==> src/hdl/mftt_pkg.sv <==
// Package for the motor feedback turn tracker.
// Holds the encoder count constants, the item and state types and the
// position reduction function. No dependencies.
package mftt_pkg;

    localparam int unsigned ENCODER_COUNTS = 65536;
    localparam int unsigned HALF_COUNTS    = ENCODER_COUNTS / 2;

    localparam int POS_W   = 16;
    localparam int SUM_W   = POS_W + 1;
    localparam int ANGLE_W = 17;
    localparam int TURNS_W = 32;
    localparam int TOTAL_W = 48;
    localparam int CMP_W   = POS_W + 2;

    localparam logic MODE_FRAME = 1'b0;
    localparam logic MODE_TICK  = 1'b1;

    localparam bit IS_POW2 = ((ENCODER_COUNTS & (ENCODER_COUNTS - 1)) == 0);

    // floor(2^RECIP_SHIFT / COUNTS); quotient error stays below one for SUM_W-bit sums
    localparam int                RECIP_SHIFT = 2 * SUM_W;
    localparam longint unsigned   RECIP       = (64'd1 << RECIP_SHIFT) / ENCODER_COUNTS;
    localparam int                RECIP_W     = $clog2(RECIP + 1);
    localparam int                PROD_W      = SUM_W + RECIP_W;

    typedef struct packed {
        logic               mode;
        logic [7:0]         cmd_byte;
        logic [7:0]         temperature;
        logic signed [15:0] current_raw;
        logic signed [15:0] speed_raw;
        logic [15:0]        encoder_raw;
    } item_t;

    typedef struct packed {
        logic [POS_W-1:0]   prev_pos;
        logic [TURNS_W-1:0] turns;
        logic               first_seen;
        logic               heard;
        logic               link;
        logic [7:0]         command;
        logic [7:0]         temp;
        logic signed [15:0] current;
        logic signed [15:0] speed;
    } state_t;

    // (encoder + offset) mod ENCODER_COUNTS
    function automatic logic [POS_W-1:0] pos_reduce(input logic [SUM_W-1:0] sum);
        logic [PROD_W-1:0] prod;
        logic [SUM_W-1:0]  quo;
        logic [SUM_W-1:0]  rem;
        if (IS_POW2)
        begin
            rem = sum & SUM_W'(ENCODER_COUNTS - 1);
        end
        else
        begin
            prod = PROD_W'(sum) * PROD_W'(RECIP);
            quo  = SUM_W'(prod >> RECIP_SHIFT);
            rem  = sum - SUM_W'(quo * SUM_W'(ENCODER_COUNTS));
            if (rem >= SUM_W'(ENCODER_COUNTS))
            begin
                rem = rem - SUM_W'(ENCODER_COUNTS);
            end
        end
        return rem[POS_W-1:0];
    endfunction

endpackage

==> src/hdl/mftt_step.sv <==
// Next-state logic of the turn tracker for one item.
// Depends on mftt_pkg (item and state types, pos_reduce).
module mftt_step (
    input  mftt_pkg::item_t     item,
    input  mftt_pkg::state_t    state,
    input  logic [15:0]         offset,
    output mftt_pkg::state_t    state_next,
    output logic                taken
);

    logic [mftt_pkg::POS_W-1:0] pos;
    logic [mftt_pkg::CMP_W-1:0] pos_ext;
    logic [mftt_pkg::CMP_W-1:0] prev_ext;
    logic                       step_up;
    logic                       step_down;

    assign pos      = mftt_pkg::pos_reduce({1'b0, item.encoder_raw} + {1'b0, offset});
    assign pos_ext  = mftt_pkg::CMP_W'(pos);
    assign prev_ext = mftt_pkg::CMP_W'(state.prev_pos);

    // wrap forward: pos - prev < -half; wrap backward: pos - prev > half
    assign step_up   = prev_ext > pos_ext + mftt_pkg::CMP_W'(mftt_pkg::HALF_COUNTS);
    assign step_down = pos_ext > prev_ext + mftt_pkg::CMP_W'(mftt_pkg::HALF_COUNTS);

    always_comb
    begin
        state_next = state;
        taken      = 1'b0;
        if (item.mode == mftt_pkg::MODE_TICK)
        begin
            state_next.link  = state.heard;
            state_next.heard = 1'b0;
        end
        else if (item.temperature != 8'd0)
        begin
            taken = 1'b1;
            if (state.first_seen && step_up)
            begin
                state_next.turns = state.turns + 32'd1;
            end
            else if (state.first_seen && step_down)
            begin
                state_next.turns = state.turns - 32'd1;
            end
            state_next.prev_pos   = pos;
            state_next.first_seen = 1'b1;
            state_next.heard      = 1'b1;
            state_next.command    = item.cmd_byte;
            state_next.temp       = item.temperature;
            state_next.current    = item.current_raw;
            state_next.speed      = item.speed_raw;
        end
    end

endmodule

==> src/hdl/motor_feedback_turn_tracker.sv <==
// Motor feedback turn tracker, top level.
// The result is registered: it is valid in the cycle after the item is accepted.
// Throughput: one item per cycle while no result is held or m_tready is high;
// the position, turn and link state registers update from mftt_step on each accept.
// Reset (rst_n low, asynchronous) clears all tracking state, the offset
// register and the result valid; no clearing pass.
// Depends on mftt_pkg and mftt_step.
module motor_feedback_turn_tracker (
    input  logic          clk,
    input  logic          rst_n,
    input  logic          cfg_we,
    input  logic [15:0]   cfg_wdata,      // encoder offset
    input  logic          s_tvalid,
    output logic          s_tready,
    input  logic [63:0]   s_tdata,        // cmd_byte, temperature, current_raw, speed_raw,
                                          // encoder_raw
    input  logic          s_tuser,        // mode
    output logic          m_tvalid,
    input  logic          m_tready,
    output logic [151:0]  m_tdata,        // command, temp_out, current_out, speed_out,
                                          // angle_counts, turns, total_position, link_up
    output logic          m_tuser         // frame_taken
);

    mftt_pkg::item_t  item;
    mftt_pkg::state_t state_reg;
    mftt_pkg::state_t state_next;
    mftt_pkg::state_t res_reg;
    logic             taken_next;
    logic             res_taken_reg;
    logic             out_valid_reg;
    logic             out_valid_next;
    logic [15:0]      offset_reg;
    logic             s_fire;

    logic [mftt_pkg::ANGLE_W-1:0] angle;
    logic [mftt_pkg::TOTAL_W-1:0] turns_ext;
    logic [mftt_pkg::TOTAL_W-1:0] total;

    assign item.mode        = s_tuser;
    assign item.cmd_byte    = s_tdata[7:0];
    assign item.temperature = s_tdata[15:8];
    assign item.current_raw = s_tdata[31:16];
    assign item.speed_raw   = s_tdata[47:32];
    assign item.encoder_raw = s_tdata[63:48];

    assign s_tready = !out_valid_reg || m_tready;
    assign s_fire   = s_tvalid && s_tready;

    mftt_step u_step (
        .item       (item),
        .state      (state_reg),
        .offset     (offset_reg),
        .state_next (state_next),
        .taken      (taken_next)
    );

    always_comb
    begin
        out_valid_next = out_valid_reg;
        if (s_fire)
        begin
            out_valid_next = 1'b1;
        end
        else if (m_tready)
        begin
            out_valid_next = 1'b0;
        end
    end

    always_ff @(posedge clk or negedge rst_n)
    begin
        if (!rst_n)
        begin
            state_reg     <= '0;
            offset_reg    <= '0;
            out_valid_reg <= 1'b0;
        end
        else
        begin
            if (cfg_we)
            begin
                offset_reg <= cfg_wdata;
            end
            if (s_fire)
            begin
                state_reg <= state_next;
            end
            out_valid_reg <= out_valid_next;
        end
    end

    always_ff @(posedge clk)
    begin
        if (s_fire)
        begin
            res_reg       <= state_next;
            res_taken_reg <= taken_next;
        end
    end

    // angle in (-half, half]
    always_comb
    begin
        if ({1'b0, res_reg.prev_pos, 1'b0} > 18'(mftt_pkg::ENCODER_COUNTS))
        begin
            angle = {1'b0, res_reg.prev_pos} - mftt_pkg::ANGLE_W'(mftt_pkg::ENCODER_COUNTS);
        end
        else
        begin
            angle = {1'b0, res_reg.prev_pos};
        end
    end

    assign turns_ext = {{(mftt_pkg::TOTAL_W - mftt_pkg::TURNS_W){res_reg.turns[31]}},
                        res_reg.turns};
    assign total     = mftt_pkg::TOTAL_W'(turns_ext * mftt_pkg::TOTAL_W'(mftt_pkg::ENCODER_COUNTS))
                     + mftt_pkg::TOTAL_W'(res_reg.prev_pos);

    assign m_tvalid = out_valid_reg;
    assign m_tuser  = res_taken_reg;
    assign m_tdata  = {6'd0, res_reg.link, total, res_reg.turns, angle,
                       res_reg.speed, res_reg.current, res_reg.temp, res_reg.command};

    a_tick_not_taken: assert property (@(posedge clk) disable iff (!rst_n)
        (s_fire && (s_tuser == mftt_pkg::MODE_TICK)) |=> !res_taken_reg)
        else $error("tick reported as taken frame");

    a_turn_step: assert property (@(posedge clk) disable iff (!rst_n)
        s_fire |=> (state_reg.turns == $past(state_reg.turns)
                 || state_reg.turns == $past(state_reg.turns) + 32'd1
                 || state_reg.turns == $past(state_reg.turns) - 32'd1))
        else $error("turn counter moved by more than one");

    a_state_hold: assert property (@(posedge clk) disable iff (!rst_n)
        !s_fire |=> $stable(state_reg))
        else $error("state changed without an accepted item");

    a_result_matches_state: assert property (@(posedge clk) disable iff (!rst_n)
        s_fire |=> (res_reg == state_reg))
        else $error("result snapshot differs from tracking state");

endmodule

==> config.mk <==
export PLATFORM = sky130hd
export DESIGN_NAME = motor_feedback_turn_tracker
export DESIGN_NICKNAME = d
export VERILOG_FILES = /design/src/hdl/mftt_pkg.sv /design/src/hdl/mftt_step.sv /design/src/hdl/motor_feedback_turn_tracker.sv
export SDC_FILE = /design/constraint.sdc
export NUM_CORES = 1
export LEC_CHECK = 0
export BUFFER_PORTS_ARGS = -buffer_cell sky130_fd_sc_hd__buf_2
export CORE_MARGIN = 2
export CORE_UTILIZATION = 25
export DETAILED_ROUTE_END_ITERATION = 8
export HOLD_SLACK_MARGIN = 0.08
export MAX_ROUTING_LAYER = met4
export PLACE_DENSITY = 0.44
export SYNTH_ARGS = -nofsm -noshare
export SYNTH_HDL_FRONTEND = slang
export SYNTH_HIERARCHICAL = 1
export SYNTH_SLANG_ARGS = --single-unit
==> constraint.sdc <==
create_clock -name clk -period 6.3 [get_ports clk]
set_input_delay 0.63 -clock clk [delete_from_list [all_inputs] [get_ports clk]]
set_output_delay 0.63 -clock clk [all_outputs]
set_load 0.02 [all_outputs]
==> out/results.txt, run 1 <==
result of the run = finished clean
routed length per instance = 15.91 um
die boundary height = 221.4 um
leakage power figure = 6.800 nW
area growth from synthesis to layout = 18.97%
Placed Cells = 1,768
number of synthesized register bits = 214
total routed wirelength = 28,960 um
worst-case register-to-register setup slack = 0.58 ns
number of flip-flops in the largest register = 99
final standard cell count with taps included and fillers excluded = 1,820
number of buffers added on ports = 234
cell family with the largest share of critical-path delay = compound AO/OA/AOI/OAI gates
clock-pin slew on the worst setup and hold paths = 0.06 ns
unrepaired setup endpoints after global routing = no
clock latency on the worst-skew pair = 0.56 ns
vias in the first global route = 7,830
I/O pins = 241
commonest non-fill, non-tap cells in the layout = 233 x buf_2, 166 x nand2_1, 116 x dfrtp_1
post-layout minimum cycle time = 5.724 ns
sort of element at the end of the critical path = flip-flop
initial antenna violation count = 0
endpoints failing setup = 0
first drt pass iteration count = 4
weighted congestion reported at the end of routability-driven placement = 0.7586
Via-to-Cell Ratio = 4.277
GRT overflow = 0
Clock Tree Buf Depth = 3
power density over the cells = 373.0 nW/um^2
sequential element share of the synthesized area = 49.49%
combined area of all synthesized cells = 11,810 sq um
initial core utilization = 25.37%
maximum number of pins on one net before global-route repair = 67
CTS tree = done
worst-margin pin slew = 1.048 ns
number of max-slew violations in the final report = 0
global-route wire length before repair = 45,200 um
final net count = 1,327
setup total negative slack = 0 ns
H-tree depth = 1
worst r2r path cells = 23
async set-or-reset flop fraction in the synthesized netlist = 54.21%
routed vias = 7,785
Slowest Stage Delay on Critical Path = 0.57 ns
most frequent cell on the critical path = a21o_1
Setup Buffers After CTS = 0
placeable core area = 46,560 sq um
achievable frequency = 174.7 MHz
startpoint kind of the worst setup timing path = flip-flop
number of cells produced by synthesis = 997
cells along the critical path = ha_1 > fa_1 > a21o_1 > a21o_1 > a21oi_1 > o21ai_0 > a21o_1 > a2111o_1 > a31oi_1 > xor2_1 > inv_1 > ha_1 > and4_1 > and3_1 > nand3_1 > o21ai_0 > a31oi_1 > buf_4 > nand3_1 > or4_2 > mux2i_1 > xor2_1 > mux2_4
share of the clock period used by the worst path after layout = 90.86%
number of distinct library cell variants in the gate-level netlist after synthesis = 59
sink count of the clock tree = 214
Worst Path Required = 6.74 ns
utilization after layout = 30.18%
Yosys warning count = 6
num rows = 79
worst path arrival time = 6.17 ns
Remaining DRCs = 0
estimated wirelength of the detail-placed design = 19,640 um
diodes inserted = 0
reported max-cap violation count = 0
primary flip-flop cell chosen by synthesis mapping = dfrtp_1
number of antenna-violating nets in the routed design = 0
GR Util All Layers = 11.91%
Worst Path Class, Setup = reg -> reg
Num CTS Buffers = 28
post-cts resize count = 0
EDFF count, synth = 98
CP Depth = 23
Iteration-0 DRC Markers = 332
Post-Syn Area per Cell = 11.85 sq um
cell at the root of the clock tree = clkbuf_16
worst clock skew = 0.02658 ns
proportion of layout cells with a drive suffix above 1 = 33.31%
final hold violations = 0
post-route worst hold slack = 0.1179 ns
DIE WIDTH = 221.4 um
slowest cell on the critical path = or4_2
maximum ir drop on the vdd rail = 0.2335 mV
DIE AREA = 49,000 sq um
leading cell type in the layout, fill and taps excluded = buf_2
Crit Path Max Fanout = 5
Pwr Total = 5.242 mW
Hold Crit Class = in -> async
total buffers and inverters traversed by the critical path = 2
number of buffers inserted by hold repair at cts = 0
relative max-transition margin = 30.12%
[layer usage]
metal | GRT usage (%) | routed length [um]
met5 | - | 0
met2 | 19.51 | 13950
met4 | 2.641 | 525
met1 | 15.42 | 13310
met3 | 2.005 | 1174
[cell type report]
class	count	area [sq um]
fillers	4802	32500
flip-flops and latches	214	5846
multi-input cells	641	5060
repair buffers	244	1274
clock buffers	41	779.5
well taps	607	759.5
inverters	62	235.2
clock inverters	11	98.84
[Yosys cell counts, types with 2 or more instances]
cell	number	area, sq um
or3_2	3	22.52
o211ai_1	3	22.52
mux2_1	16	180.2
nor2b_1	2	12.51
a31oi_1	4	25.02
nor2_1	27	101.4
and3_1	14	87.58
a221o_1	2	20.02
nand2b_4	2	27.53
dfrtp_1	116	2903
or3_4	5	56.30
nand3_1	16	80.08
nor4_1	7	43.79
or4_1	4	30.03
buf_2	2	10.01
ha_1	49	613.1
buf_12	10	200.2
o22ai_1	2	12.51
nand4_1	7	43.79
mux2i_1	31	310.3
o21a_1	3	22.52
a211oi_1	3	22.52
xor2_1	18	157.7
buf_6	3	33.78
and2_1	4	25.02
o21ai_0	34	170.2
nor3_1	22	110.1
inv_1	61	229.0
edfxtp_1	98	2943
mux2_4	99	1486
a21oi_1	22	110.1
clkbuf_1	15	56.30
or3_1	6	37.54
buf_4	54	405.4
a21o_1	12	90.09
xnor2_1	28	245.2
nand2b_1	5	31.28
and4_1	2	17.52
nand2_1	166	623.1
[worst paths after layout]
kind,start,endpoint
min in group clk,cfg_wdata[0],offset_reg[0]$_DFFE_PN0P_
worst min-delay path,rst_n,state_reg[26]$_DFFE_PN0P_
max in group asynchronous,rst_n,offset_reg[9]$_DFFE_PN0P_
worst min register to register,offset_reg[6]$_DFFE_PN0P_,offset_reg[6]$_DFFE_PN0P_
worst max register to register,offset_reg[0]$_DFFE_PN0P_,state_reg[67]$_DFFE_PN0P_
worst max-delay path,offset_reg[0]$_DFFE_PN0P_,state_reg[67]$_DFFE_PN0P_
[power by group]
part           internal [mW]  total, mW  switching, mW  leakage [nW]
logic                  0.789       1.67          0.886          3.99
clock network          0.897       1.52          0.619         0.415
registers               1.79       2.05          0.260          2.39
total                   3.48       5.24           1.77          6.80
[kinds of logic after synthesis]
family	synth area share (%)
other cells	0.03175
mux	16.83
compound gates	5.085
xor+xnor	3.411
flops	49.49
buf+inv	7.977
fa+ha+maj	5.360
simple gates	11.81
[metrics by stage]
step	cell area [sq um]	setup WS, ns
6_report	14050	0.5761
5_1_grt	14050	0.1161
4_1_cts	14050	0.5556
3_5_place_dp	13170	0.2365
3_3_place_gp	13170	0.2899
2_1_floorplan	11830	0.7731
Power figures use the tool's default switching activity.
==> inputs of run 2 (changes only) <==
--- a/config.mk
+++ b/config.mk
@@ -5,13 +5,14 @@
 export SDC_FILE = /design/constraint.sdc
 export NUM_CORES = 1
 export LEC_CHECK = 0
+export ABC_AREA = 1
 export BUFFER_PORTS_ARGS = -buffer_cell sky130_fd_sc_hd__buf_2
 export CORE_MARGIN = 2
 export CORE_UTILIZATION = 25
 export DETAILED_ROUTE_END_ITERATION = 8
 export HOLD_SLACK_MARGIN = 0.08
 export MAX_ROUTING_LAYER = met4
-export PLACE_DENSITY = 0.44
+export PLACE_DENSITY = 0.43
 export SYNTH_ARGS = -nofsm -noshare
 export SYNTH_HDL_FRONTEND = slang
 export SYNTH_HIERARCHICAL = 1
==> run 2 against run 1 <==
Synthesized area grew 9.8%. Synthesized cell count grew 64%. Critical path depth grew 6. Total power grew 9.4%. Flip-flop and latch count is the same. Final area grew 7.6%. Utilization shrank 0.72 points. First-iteration DRC count grew 82%. Clock-buffer cell count shrank 1. Clock power grew 4%. Critical path type unchanged. Largest cell class unchanged. Highest routed layer unchanged.
==> out/results.txt, run 2 <==
final hold violations = 0 (unchanged)
dominant cell type by area after synthesis = edfxtp_1
combined area of all synthesized cells = 12,970 sq um (+9.8%)
area share of the leading cell type in the synthesized netlist = 22.69% (-2.2 points)
cell at the root of the clock tree = clkbuf_16
sink count of the clock tree = 214 (unchanged)
startpoint kind of the worst setup timing path = flip-flop
Num CTS Buffers = 27 (-3.6%)
most frequent cell on the critical path = nand2_1
total internal power = 3.422 mW (-1.6%)
Placed Cells = 2,430 (+37%)
hold path depth = 2
reported max-cap violation count = 0 (unchanged)
most frequent cells after synthesis = 680 x nand2_1, 119 x inv_1, 116 x dfrtp_1, 107 x nor2_1, 98 x edfxtp_1
die boundary height = 231.8 um (+4.7%)
Iteration-0 DRC Markers = 605 (+82%)
initial antenna violation count = 1 (+1)
clock-pin slew on the worst setup and hold paths = 0.06 ns (about the same)
Post-Syn Area per Cell = 7.951 sq um (-33%)
vias in the first global route = 10,271 (+31%)
worst path arrival time = 5.50 ns (-0.67 ns)
final net count = 1,916 (+44%)
slowest cell on the critical path = inv_2
Worst Path Class, Setup = reg -> reg
clock latency on the worst-skew pair = 0.57 ns (about the same)
power density over the cells = 379.4 nW/um^2 (+1.7%)
most frequent cell after synthesis = nand2_1
EDFF count, synth = 98 (unchanged)
post-layout minimum cycle time = 5.005 ns (-0.7191 ns)
worst-margin pin slew = 0.9724 ns (-0.07578 ns)
maximum ir drop on the vdd rail = 0.2005 mV (-14%)
post-route worst hold slack = 0.2934 ns (+0.1755 ns)
DIE WIDTH = 231.8 um (+4.7%)
share of the clock period used by the worst path after layout = 79.44% (-11 points)
CTS tree = done
Slowest Stage Delay on Critical Path = 0.59 ns (+0.02 ns)
maximum number of pins on one net before global-route repair = 84 (+25%)
number of max-slew violations in the final report = 0 (unchanged)
H-tree depth = 1 (unchanged)
num rows = 83 (+5.1%)
worst clock skew = 0.01085 ns (-0.01573 ns)
initial core utilization = 25.28% (-0.091 points)
commonest non-fill, non-tap cells in the layout = 680 x nand2_1, 233 x buf_2, 119 x inv_1
GR Util All Layers = 13.61% (+1.7 points)
post-cts resize count = 0 (unchanged)
estimated wirelength of the detail-placed design = 24,740 um (+26%)
proportion of power drawn by combinational gates = 35.2% (+3.3 points)
routed vias = 10,641 (+37%)
number of flip-flops in the largest register = 99 (unchanged)
post-place instance area = 14,200 sq um (+7.8%)
global-route wire length before repair = 56,610 um (+25%)
worst r2r path cells = 29 (+26%)
Yosys warning count = 6 (unchanged)
proportion of layout cells with a drive suffix above 1 = 19.43% (-14 points)
post-layout instance area = 15,110 sq um (+7.6%)
async set-or-reset flop fraction in the synthesized netlist = 54.21% (unchanged)
Clock Tree Buf Depth = 3 (unchanged)
final standard cell count with taps included and fillers excluded = 2,482 (+36%)
Worst Path Required = 6.80 ns (+0.06 ns)
number of distinct library cell variants in the gate-level netlist after synthesis = 45 (-24%)
Seq pwr share = 37.2% (-1.9 points)
relative max-transition margin = 35.17% (+5.1 points)
largest cells by area after synthesis = edfxtp_1 23%, dfrtp_1 22%, nand2_1 20%
Crit Path Max Fanout = 34 (+29)
relative contribution of the clock network to total power = 27.6% (-1.3 points)
Net Sw Frac = 40.33% (+6.7 points)
GRT overflow = 0 (unchanged)
leakage power figure = 7.531 nW (+11%)
routed length per instance = 14.47 um (-9.1%)
Remaining DRCs = 0 (unchanged)
number of cells produced by synthesis = 1,631 (+64%)
Via-to-Cell Ratio = 4.287 (+0.23%)
achievable frequency = 199.8 MHz (+14%)
number of synthesized register bits = 214 (unchanged)
Hold Crit Class = in -> reg
DIE AREA = 53,710 sq um (+9.6%)
result of the run = finished clean
endpoints failing setup = 0 (unchanged)
leading cell type in the layout, fill and taps excluded = nand2_1
number of buffers added on ports = 234 (unchanged)
total routed wirelength = 35,910 um (+24%)
NetSw = 2.313 mW (+31%)
placeable core area = 51,300 sq um (+10%)
setup total negative slack = 0 ns (unchanged)
sequential element share of the synthesized area = 45.07% (-4.4 points)
primary flip-flop cell chosen by synthesis mapping = dfrtp_1
area growth from synthesis to layout = 16.55%
I/O pins = 241 (unchanged)
first drt pass iteration count = 6 (+2)
Setup Buffers After CTS = 0 (unchanged)
unrepaired setup endpoints after global routing = no
sort of element at the end of the critical path = flip-flop
number of antenna-violating nets in the routed design = 0 (unchanged)
weighted congestion reported at the end of routability-driven placement = 0.8822 (+16%)
-- run 2: cell count changes after synthesis, sizes merged, moves of 29 or more --
cell   before  now
nor2       27  115
buf        70   99
nand2     167  695
nand3      16   75
mux2i      31    0
mux2      116   17
xor2       18   53
inv        62  127
-- run 2: kinds of logic (layout without fill, tap and decap cells) --
| group | Yosys count | count (layout) | synth area share (%) |
|---|---|---|---|
| other cells | 1 | 7 | 0.02892 |
| mux | 17 | 17 | 1.476 |
| simple gates | 936 | 936 | 29.76 |
| buf+inv | 255 | 420 | 10.57 |
| compound gates | 98 | 98 | 4.149 |
| flops | 214 | 214 | 45.07 |
| xor+xnor | 60 | 60 | 4.052 |
| fa+ha+maj | 50 | 50 | 4.882 |
-- run 2: critical path: cells and delay by family (launching register included) --
family | cells | cell delay, ns
AOI/OAI and AO/OA | 5 | 0.72
and+or+nand+nor | 17 | 1.86
adders and majority gates | 3 | 0.98
DFF | 1 | 0.38
buffers and inverters | 3 | 0.75
xor gates and xnor gates | 1 | 0.23
-- run 2: metrics by stage --
step	util [%]	setup slack [ns]	total power, mW
after floorplan	-	2.221	3.724
after CTS	29.46	1.206	5.831
final	29.46	1.295	5.734
after detailed placement	27.67	0.8889	4.197
after global placement	27.67	1.022	4.179
after global routing	29.46	0.5338	6.192
-- run 2: power by group through the flow --
stage                     Sequential, mW  Clock [mW]  Combinational [mW]
after floorplan                     2.10           0                1.62
after global placement              2.16           0                2.01
after detailed placement            2.17           0                2.03
after CTS                           2.14        1.65                2.04
after global routing                2.19        1.70                2.30
final                               2.13        1.58                2.02
-- run 2: metal layers --
| metal | share of wire [%] | wire, um | vias up | global-route usage, % |
|---|---|---|---|---|
| met5 | 0 | 0 | - | - |
| met4 | 2.7 | 982 | 0 | 3.866 |
| met3 | 3.1 | 1124 | 50 | 1.891 |
| met2 | 47 | 16940 | 176 | 22.10 |
| met1 | 47 | 16860 | 5030 | 17.69 |
| li1 | - | - | 5385 | - |
-- run 2: worst paths after layout --
kind	start	to	slack [ns]
min	cfg_wdata[4]	offset_reg[4]$_DFFE_PN0P_	0.29
max reg2reg	offset_reg[0]$_DFFE_PN0P_	state_reg[66]$_DFFE_PN0P_	1.30
min in group asynchronous	rst_n	state_reg[67]$_DFFE_PN0P_	0.62
max	offset_reg[0]$_DFFE_PN0P_	state_reg[66]$_DFFE_PN0P_	1.30
max in group asynchronous	rst_n	state_reg[11]$_DFFE_PN0P_	4.41
min reg2reg	state_reg[4]$_DFFE_PN0P_	state_reg[4]$_DFFE_PN0P_	0.48
-- run 2: repair_timing --
item                                   4_1_cts  5_1_grt
setup endpoints to repair                    0        0
hold buffers                                 1        0
endpoints found under the hold margin        7        0
-- run 2: cell type report --
class | count | area (sq um)
well taps | 680 | 850.8
inverters | 128 | 488.0
multi-input cells | 1167 | 5783
diodes | 1 | 2.502
clock inverters | 10 | 120.1
flip-flops and latches | 214 | 5846
clock buffers | 40 | 784.5
repair buffers | 242 | 1240
fillers | 5569 | 36190
